<file path="config.mk">
export PLATFORM = sky130hd
export DESIGN_NAME = format_specifier_parser_unit
export DESIGN_NICKNAME = d
export VERILOG_FILES = /design/src/rtl/fsp_pkg.sv /design/src/rtl/format_specifier_parser_unit.sv
export SDC_FILE = /design/constraint.sdc
export NUM_CORES = 1
export LEC_CHECK = 0
export BUFFER_PORTS_ARGS = -buffer_cell sky130_fd_sc_hd__buf_4
export CAP_MARGIN = 20
export CORE_MARGIN = 2
export CORE_UTILIZATION = 51
export CTS_CLUSTER_SIZE = 10
export DETAILED_ROUTE_END_ITERATION = 10
export MAX_ROUTING_LAYER = met4
export PLACE_DENSITY = 0.75
export SLEW_MARGIN = 10
export SYNTH_ARGS = -nofsm -noshare
export SYNTH_HDL_FRONTEND = slang
export SYNTH_SLANG_ARGS = --single-unit
</file>
<file path="constraint.sdc">
create_clock -name clk -period 10.86 [get_ports clk]
set_clock_uncertainty 0.1 [all_clocks]
set_input_delay 1.629 -clock clk [delete_from_list [all_inputs] [get_ports clk]]
set_output_delay 1.629 -clock clk [all_outputs]
set_load 0.01 [all_outputs]
</file>
<file path="src/rtl/fsp_pkg.sv">
// Shared types, constants and character helpers for the format specifier parser.
package fsp_pkg;

    localparam int NUMBER_BITS_DEFAULT = 32;

    typedef enum logic [2:0] {
        ST_FLAGS   = 3'd0,
        ST_WSTART  = 3'd1,
        ST_WDIGITS = 3'd2,
        ST_DOT     = 3'd3,
        ST_PSTART  = 3'd4,
        ST_PDIGITS = 3'd5,
        ST_LENGTH  = 3'd6,
        ST_CONV    = 3'd7
    } stage_t;

    localparam logic [1:0] LEN_NONE = 2'd0;
    localparam logic [1:0] LEN_H    = 2'd1;
    localparam logic [1:0] LEN_L    = 2'd2;
    localparam logic [1:0] LEN_BIG_L = 2'd3;

    localparam logic [7:0] CH_STAR    = 8'h2A;
    localparam logic [7:0] CH_MINUS   = 8'h2D;
    localparam logic [7:0] CH_PLUS    = 8'h2B;
    localparam logic [7:0] CH_SPACE   = 8'h20;
    localparam logic [7:0] CH_HASH    = 8'h23;
    localparam logic [7:0] CH_ZERO    = 8'h30;
    localparam logic [7:0] CH_NINE    = 8'h39;
    localparam logic [7:0] CH_DOT     = 8'h2E;
    localparam logic [7:0] CH_PERCENT = 8'h25;
    localparam logic [7:0] CH_LOWER_H = 8'h68;
    localparam logic [7:0] CH_LOWER_L = 8'h6C;
    localparam logic [7:0] CH_UPPER_L = 8'h4C;

    localparam logic [31:0] OUT_POS_MAX = 32'h7FFF_FFFF;
    localparam logic [31:0] OUT_NEG_MAX = 32'h8000_0000;

    // One-hot flag position for minus, plus, space, hash and zero; zero when not a flag.
    function automatic logic [4:0] flag_mask(input logic [7:0] c);
        logic [4:0] m;
        begin
            m = 5'b00000;
            case (c)
                CH_MINUS: m = 5'b00001;
                CH_PLUS:  m = 5'b00010;
                CH_SPACE: m = 5'b00100;
                CH_HASH:  m = 5'b01000;
                CH_ZERO:  m = 5'b10000;
                default:  m = 5'b00000;
            endcase
            return m;
        end
    endfunction

    function automatic logic is_digit(input logic [7:0] c);
        return (c >= CH_ZERO) && (c <= CH_NINE);
    endfunction

    function automatic logic is_conv_char(input logic [7:0] c);
        return c inside {CH_PERCENT, 8'h63, 8'h64, 8'h65, 8'h45, 8'h66, 8'h67, 8'h47,
                         8'h6F, 8'h73, 8'h75, 8'h78, 8'h58, 8'h70, 8'h6E, 8'h69};
    endfunction

endpackage

</file>
<file path="src/rtl/format_specifier_parser_unit.sv">
// Top level of the format specifier parser: stage registers, update logic and result register.
// A result is registered and appears on the output in the cycle after its terminating character is accepted.
// Throughput: one character per cycle; the whole stage walk, including fall-through, is done
// by the update logic in front of the stage registers within that cycle.
// The input stalls only while a result waits in the output register and the output stalls.
// Reset puts the parser in the flags stage with cleared fields and sets printf style.
module format_specifier_parser_unit
    import fsp_pkg::*;
#(
    parameter int NUMBER_BITS = NUMBER_BITS_DEFAULT
)
(
    input  logic               clk,
    input  logic               rst_n,
    input  logic               cfg_write_enable,
    input  logic               cfg_write_data,
    input  logic               in_valid,
    output logic               in_stall,
    input  logic [7:0]         format_char,
    input  logic signed [31:0] argument_value,
    output logic               out_valid,
    input  logic               out_stall,
    output logic               flag_minus,
    output logic               flag_plus,
    output logic               flag_space,
    output logic               flag_alternate,
    output logic               flag_zero_pad,
    output logic               suppress_assign,
    output logic [30:0]        field_width,
    output logic signed [31:0] field_precision,
    output logic               precision_absent,
    output logic [1:0]         length_code,
    output logic [7:0]         conversion_char,
    output logic               last_consumed
);

    localparam int AW = NUMBER_BITS - 1;
    localparam int PW = (NUMBER_BITS - 1 > 32) ? NUMBER_BITS - 1 : 32;
    localparam logic [AW-1:0] NUM_MAX = {AW{1'b1}};

    logic          scan_mode_reg;
    stage_t        stage_reg, stage_next;
    logic [4:0]    flag_bits_reg, flag_bits_next;
    logic          suppress_reg, suppress_next;
    logic [AW-1:0] width_acc_reg, width_acc_next;
    logic [PW-1:0] prec_acc_reg, prec_acc_next;
    logic          prec_neg_reg, prec_neg_next;
    logic          prec_stop_reg, prec_stop_next;
    logic          no_dot_reg, no_dot_next;
    logic [1:0]    length_reg, length_next;

    logic          out_valid_reg, out_valid_next;
    logic [4:0]    out_flags_reg;
    logic          out_suppress_reg;
    logic [30:0]   out_width_reg;
    logic [31:0]   out_prec_reg;
    logic          out_absent_reg;
    logic [1:0]    out_length_reg;
    logic [7:0]    out_conv_reg;
    logic          out_consumed_reg;

    logic          accept;
    logic          consumed;
    logic          emit;
    logic          conv_ok;
    logic [4:0]    fmask;
    logic          arg_neg;
    logic [31:0]   arg_mag;
    logic [PW-1:0] arg_mag_ext;
    logic [3:0]    digit;
    logic [AW+3:0] width_sum;
    logic [AW+3:0] prec_sum;
    logic [AW-1:0] width_add;
    logic [AW-1:0] prec_add;
    logic [PW-1:0] width_ext;
    logic [30:0]   width_out;
    logic [31:0]   prec_mag;
    logic [31:0]   prec_out;

    assign in_stall = out_valid_reg && out_stall;
    assign accept   = in_valid && !in_stall;

    assign fmask       = flag_mask(format_char);
    assign conv_ok     = is_conv_char(format_char);
    assign arg_neg     = argument_value[31];
    assign arg_mag     = arg_neg ? (32'd0 - 32'(argument_value)) : 32'(argument_value);
    assign arg_mag_ext = PW'(arg_mag);
    assign digit       = 4'(format_char - CH_ZERO);

    // Decimal accumulate as acc*8 + acc*2 + digit, saturating at the top of the range.
    assign width_sum = {1'b0, width_acc_reg, 3'b000} + {3'b000, width_acc_reg, 1'b0}
                       + (AW+4)'(digit);
    assign prec_sum  = {1'b0, prec_acc_reg[AW-1:0], 3'b000}
                       + {3'b000, prec_acc_reg[AW-1:0], 1'b0}
                       + (AW+4)'(digit);
    assign width_add = (width_sum > (AW+4)'(NUM_MAX)) ? NUM_MAX : width_sum[AW-1:0];
    assign prec_add  = (prec_sum > (AW+4)'(NUM_MAX)) ? NUM_MAX : prec_sum[AW-1:0];

    assign width_ext = PW'(width_acc_reg);
    assign width_out = (width_ext > PW'(OUT_POS_MAX)) ? OUT_POS_MAX[30:0] : width_ext[30:0];
    assign prec_mag  = prec_neg_reg
                       ? ((prec_acc_reg > PW'(OUT_NEG_MAX)) ? OUT_NEG_MAX : prec_acc_reg[31:0])
                       : ((prec_acc_reg > PW'(OUT_POS_MAX)) ? OUT_POS_MAX : prec_acc_reg[31:0]);
    assign prec_out  = prec_neg_reg ? (32'd0 - prec_mag) : prec_mag;

    always_comb
    begin
        stage_next     = stage_reg;
        flag_bits_next = flag_bits_reg;
        suppress_next  = suppress_reg;
        width_acc_next = width_acc_reg;
        prec_acc_next  = prec_acc_reg;
        prec_neg_next  = prec_neg_reg;
        prec_stop_next = prec_stop_reg;
        no_dot_next    = no_dot_reg;
        length_next    = length_reg;
        consumed       = 1'b0;
        emit           = 1'b0;

        if (stage_next == ST_FLAGS)
        begin
            if (fmask != 5'b00000)
            begin
                flag_bits_next = flag_bits_reg | fmask;
                consumed = 1'b1;
            end
            else
            begin
                stage_next = ST_WSTART;
            end
        end

        if (!consumed && stage_next == ST_WSTART)
        begin
            if (format_char == CH_STAR)
            begin
                if (scan_mode_reg)
                begin
                    suppress_next = 1'b1;
                end
                else
                begin
                    if (arg_neg)
                    begin
                        flag_bits_next = flag_bits_next | 5'b00001;
                    end
                    width_acc_next = (arg_mag_ext > PW'(NUM_MAX)) ? NUM_MAX
                                                                 : arg_mag_ext[AW-1:0];
                end
                stage_next = ST_DOT;
                consumed = 1'b1;
            end
            else
            begin
                stage_next = ST_WDIGITS;
            end
        end

        if (!consumed && stage_next == ST_WDIGITS)
        begin
            if (is_digit(format_char))
            begin
                width_acc_next = width_add;
                consumed = 1'b1;
            end
            else
            begin
                stage_next = ST_DOT;
            end
        end

        if (!consumed && stage_next == ST_DOT)
        begin
            if (format_char == CH_DOT)
            begin
                stage_next = ST_PSTART;
                consumed = 1'b1;
            end
            else
            begin
                no_dot_next = 1'b1;
                stage_next = ST_LENGTH;
            end
        end

        if (!consumed && stage_next == ST_PSTART)
        begin
            if (format_char == CH_STAR)
            begin
                prec_neg_next = arg_neg;
                prec_acc_next = arg_mag_ext;
                stage_next = ST_LENGTH;
                consumed = 1'b1;
            end
            else if (format_char == CH_MINUS)
            begin
                prec_neg_next = 1'b1;
                stage_next = ST_PDIGITS;
                consumed = 1'b1;
            end
            else if (is_digit(format_char))
            begin
                prec_acc_next = PW'(prec_add);
                stage_next = ST_PDIGITS;
                consumed = 1'b1;
            end
            else
            begin
                stage_next = ST_LENGTH;
            end
        end

        if (!consumed && stage_next == ST_PDIGITS)
        begin
            if (format_char == CH_MINUS)
            begin
                prec_stop_next = 1'b1;
                consumed = 1'b1;
            end
            else if (is_digit(format_char))
            begin
                if (!prec_stop_reg)
                begin
                    prec_acc_next = PW'(prec_add);
                end
                consumed = 1'b1;
            end
            else
            begin
                stage_next = ST_LENGTH;
            end
        end

        if (!consumed && stage_next == ST_LENGTH)
        begin
            stage_next = ST_CONV;
            if (format_char == CH_LOWER_H)
            begin
                length_next = LEN_H;
                consumed = 1'b1;
            end
            else if (format_char == CH_LOWER_L)
            begin
                length_next = LEN_L;
                consumed = 1'b1;
            end
            else if (format_char == CH_UPPER_L)
            begin
                length_next = LEN_BIG_L;
                consumed = 1'b1;
            end
        end

        if (!consumed && stage_next == ST_CONV)
        begin
            emit           = 1'b1;
            stage_next     = ST_FLAGS;
            flag_bits_next = 5'b00000;
            suppress_next  = 1'b0;
            width_acc_next = '0;
            prec_acc_next  = '0;
            prec_neg_next  = 1'b0;
            prec_stop_next = 1'b0;
            no_dot_next    = 1'b0;
            length_next    = LEN_NONE;
        end
    end

    always_comb
    begin
        out_valid_next = out_valid_reg;
        if (accept && emit)
        begin
            out_valid_next = 1'b1;
        end
        else if (!out_stall)
        begin
            out_valid_next = 1'b0;
        end
    end

    always_ff @(posedge clk or negedge rst_n)
    begin
        if (!rst_n)
        begin
            scan_mode_reg <= 1'b0;
            stage_reg     <= ST_FLAGS;
            flag_bits_reg <= 5'b00000;
            suppress_reg  <= 1'b0;
            width_acc_reg <= '0;
            prec_acc_reg  <= '0;
            prec_neg_reg  <= 1'b0;
            prec_stop_reg <= 1'b0;
            no_dot_reg    <= 1'b0;
            length_reg    <= LEN_NONE;
            out_valid_reg <= 1'b0;
        end
        else
        begin
            if (cfg_write_enable)
            begin
                scan_mode_reg <= cfg_write_data;
            end
            if (accept)
            begin
                stage_reg     <= stage_next;
                flag_bits_reg <= flag_bits_next;
                suppress_reg  <= suppress_next;
                width_acc_reg <= width_acc_next;
                prec_acc_reg  <= prec_acc_next;
                prec_neg_reg  <= prec_neg_next;
                prec_stop_reg <= prec_stop_next;
                no_dot_reg    <= no_dot_next;
                length_reg    <= length_next;
            end
            out_valid_reg <= out_valid_next;
        end
    end

    always_ff @(posedge clk)
    begin
        if (accept && emit)
        begin
            out_flags_reg    <= flag_bits_reg;
            out_suppress_reg <= suppress_reg;
            out_width_reg    <= width_out;
            out_prec_reg     <= prec_out;
            out_absent_reg   <= no_dot_reg || (stage_reg <= ST_DOT);
            out_length_reg   <= length_reg;
            out_conv_reg     <= conv_ok ? format_char : 8'h00;
            out_consumed_reg <= conv_ok;
        end
    end

    assign out_valid        = out_valid_reg;
    assign flag_minus       = out_flags_reg[0];
    assign flag_plus        = out_flags_reg[1];
    assign flag_space       = out_flags_reg[2];
    assign flag_alternate   = out_flags_reg[3];
    assign flag_zero_pad    = out_flags_reg[4];
    assign suppress_assign  = out_suppress_reg;
    assign field_width      = out_width_reg;
    assign field_precision  = out_prec_reg;
    assign precision_absent = out_absent_reg;
    assign length_code      = out_length_reg;
    assign conversion_char  = out_conv_reg;
    assign last_consumed    = out_consumed_reg;

endmodule

</file>
==> results.cfg <==
[global_routing]
grt_max_degree = 82
grt_pass1_vias = 11940
gr-usage-met3_pct = 5.650
use_met2_pct = 48.65
grt_use_met1_pct = 39.67
antenna_found_initial = 0
grt_overflow = 0
grt_pass1_wl_mm = 64.06
gr-usage-all-layers_pct = 30.97
top_usage_layer = met2

[pwr]
leakage_nw = 6.616
p_comb_share_pct = 13.4
switching_share_pct = 29.57
p_seq_share_pct = 46.0
switchingPower_mw = 0.4404
p_int_mw = 1.049
vdd_drop_max_v = 0.00007029
clkPwrFrac_pct = 40.6
pwr_density_cell_mw_per_mm2 = 99.94

[yosys]
ys_types = 84
ys_top_cells_by_count = nor2_1 (155), o21ai_0 (150), nand2_1 (139), a21oi_1 (136), ha_1 (124)
ys_ff_latch = 160
synth-edff-count = 81
synthFlopType = edfxtp_1
netlist_area_mm2 = 0.01316
synth_area_leaders = edfxtp_1 (18%), dfrtp_1 (15%), ha_1 (12%), o21ai_0 (5.7%), a21oi_1 (5.2%)
yosysWarnings = 0
ys_seq_area_share_pct = 33.50
synthArstFlopShare_pct = 49.38
syn_inst = 1566
syn_nets = 1740
synth.most_common_cell = nor2_1
syn_area_per_cell_um2 = 8.405
yosys.area.top_type = edfxtp_1
synth_top_area_share_pct = 18.48

[clocking]
ctsResizeCount = 0
ctsHoldBuffers = 0
h-tree-depth = 4
cts_tree = done
insertion_delay_ps = 440
cts.sinks = 160
cts_setup_buffers = 0
cts_root_buf = clkbuf_16
clkTransAtPathRegs_ps = 70
cts_max_path_buffers = 2
cts_inserted_buffers = 17

[route]
drc = 0
drt-initial-drc-count = 1277
wl_per_cell_um = 20.48
route.vias.total = 12740
vias_per_cell = 6.480
dr.pass1.iters = 6
wl_mm = 40.26
drtAntennaViolNets = 0

[timing]
fin_crit_sh_pct = 49.18
tns_ps = 0
max_freq_ghz = 0.1872
rsz0062_at_grt = no
slew_viol_final = 0
setup_viol = 0
worstMarginPinSlew_ps = 1090
hold_viol = 0
period_needed_ps = 5341
slew_headroom_pct = 27.33
fin_ws_ps = 5519

[placed_design]
dp_hpwl_mm = 29.18
dp_slack_ps = 5120
io_buffers = 128
gp_congestion = 0.9974

[floorplanning]
rows = 58
die_h_um = 164.7
io_pins = 129
dieArea_mm2 = 0.02711
start_util_pct = 52.12
core_area_mm2 = 0.02525
dieWidth_um = 164.7

[setup_path]
arrival_ps = 5520
cp.required_ps = 11040
end_kind = flip-flop
crit_type = input port to flip-flop
cp-start-kind = input port
cp_max_fo = 17

[status]
outcome = completed

[run]
maxCapViolCount = 0

[finish]
drive_gt1_share_pct = 13.14
syn_to_final_growth_pct = 13.22
nets = 1797
diodes = 0

[min_path]
hp-class = flip-flop to flip-flop
-- power by group through the flow --
| stage | Sequential (mW) | Combinational (mW) | Clock [mW] |
|---|---|---|---|
| floorplan | 0.704 | 0.0897 | 0 |
| global placement | 0.697 | 0.192 | 0 |
| detailed placement | 0.697 | 0.195 | 0 |
| CTS | 0.685 | 0.196 | 0.616 |
| global route | 0.687 | 0.215 | 0.642 |
| finish | 0.685 | 0.200 | 0.605 |
-- critical path: stages --
cell      delay [ps]
buf_4            180
fa_1             510
ha_1             320
a211oi_1         340
o211a_1          230
o221ai_1         210
nand4_1          180
nand2_1           90
o311ai_0         420
a22oi_2          240
buf_4            260
nor3_1           700
o21ai_0          210
-- area by class of cell --
| cell class | instances | area (µm²) |
|---|---|---|
| well taps | 330 | 412.9 |
| inverters | 40 | 151.4 |
| clock inverters | 15 | 166.4 |
| repair buffers | 147 | 1120 |
| multi-input cells | 1257 | 8218 |
| flip-flops and latches | 160 | 4409 |
| clock buffers | 17 | 425.4 |
| fillers | 2246 | 10350 |
-- through the flow --
stage | power, mW | hold slack (ps) | util (%) | instances | instance area, µm²
6_report | 1.489 | 348.3 | 59.01 | 1966 | 14900
5_1_grt | 1.544 | 366.0 | 59.01 | 1966 | 14900
4_1_cts | 1.497 | 350.2 | 58.90 | 1965 | 14880
3_5_place_dp | 0.8916 | 332.6 | 56.56 | 1933 | 14280
3_3_place_gp | 0.8887 | 327.6 | 56.54 | 1932 | 14280
2_1_floorplan | 0.7934 | 319.4 | - | 1566 | 13160
-- path summary, 6_finish.rpt --
| path | start | end | slack [ps] | cells past startpoint |
|---|---|---|---|---|
| worst max-delay path | format_char[3] | width_acc_reg[6] | 5520 | 13 |
| worst min-delay path | flag_bits_reg[4] | out_flags_reg[4] | 350 | 0 |
| worst max register to register | width_acc_reg[0] | width_acc_reg[6] | 6400 | 12 |
| worst min register to register | flag_bits_reg[4] | out_flags_reg[4] | 350 | 0 |
| max in group asynchronous | rst_n | prec_acc_reg[22] | 9080 | 2 |
| min in group asynchronous | rst_n | width_acc_reg[11] | 960 | 1 |
-- layout by cell type, fill, tap and decap left out, types with 6 or more instances in the layout --
master / instances
nor2b_1: 7
or3_1: 8
o221ai_1: 7
o311ai_0: 8
o21ai_0: 150
o41ai_1: 7
a31oi_1: 24
edfxtp_1: 81
nand4_1: 9
a211oi_1: 15
o22ai_1: 9
nand2_1: 138
buf_4: 145
inv_1: 38
xor2_1: 38
o21ai_1: 8
clkbuf_16: 17
nor3_1: 58
a2bb2oi_1: 6
o211ai_1: 12
or2_2: 8
nand2b_1: 19
nor2_1: 154
nand3_1: 26
or4_1: 9
a2111oi_0: 6
and3_1: 9
and2_1: 12
dfrtp_1: 79
o31ai_1: 23
a21oi_1: 136
o21a_1: 10
a311oi_1: 10
xnor2_1: 40
nor4_1: 39
a21o_1: 25
ha_1: 124
-- metal layers --
layer	vias to the layer above	wire length (µm)
met2	608	18970
met4	0	1566
met5	-	0
li1	5980	-
met1	6048	16390
met3	104	3335
-- cells by family (layout without fill, tap and decap cells) --
kind of cell             count (synthesis)  after routing  share of synthesized area, %
AND/OR/NAND/NOR                        525            525                         19.22
AO/OA/AOI/OAI                          520            520                         24.94
flip-flops                             160            160                         33.50
buffers and inverters                  149            219                         4.316
adder cells (fa/ha/maj)                129            129                         12.47
XOR/XNOR                                78             78                         5.190
multiplexers                             4              4                        0.3327
other                                    1              1                       0.02849
Power figures use the tool's default switching activity.
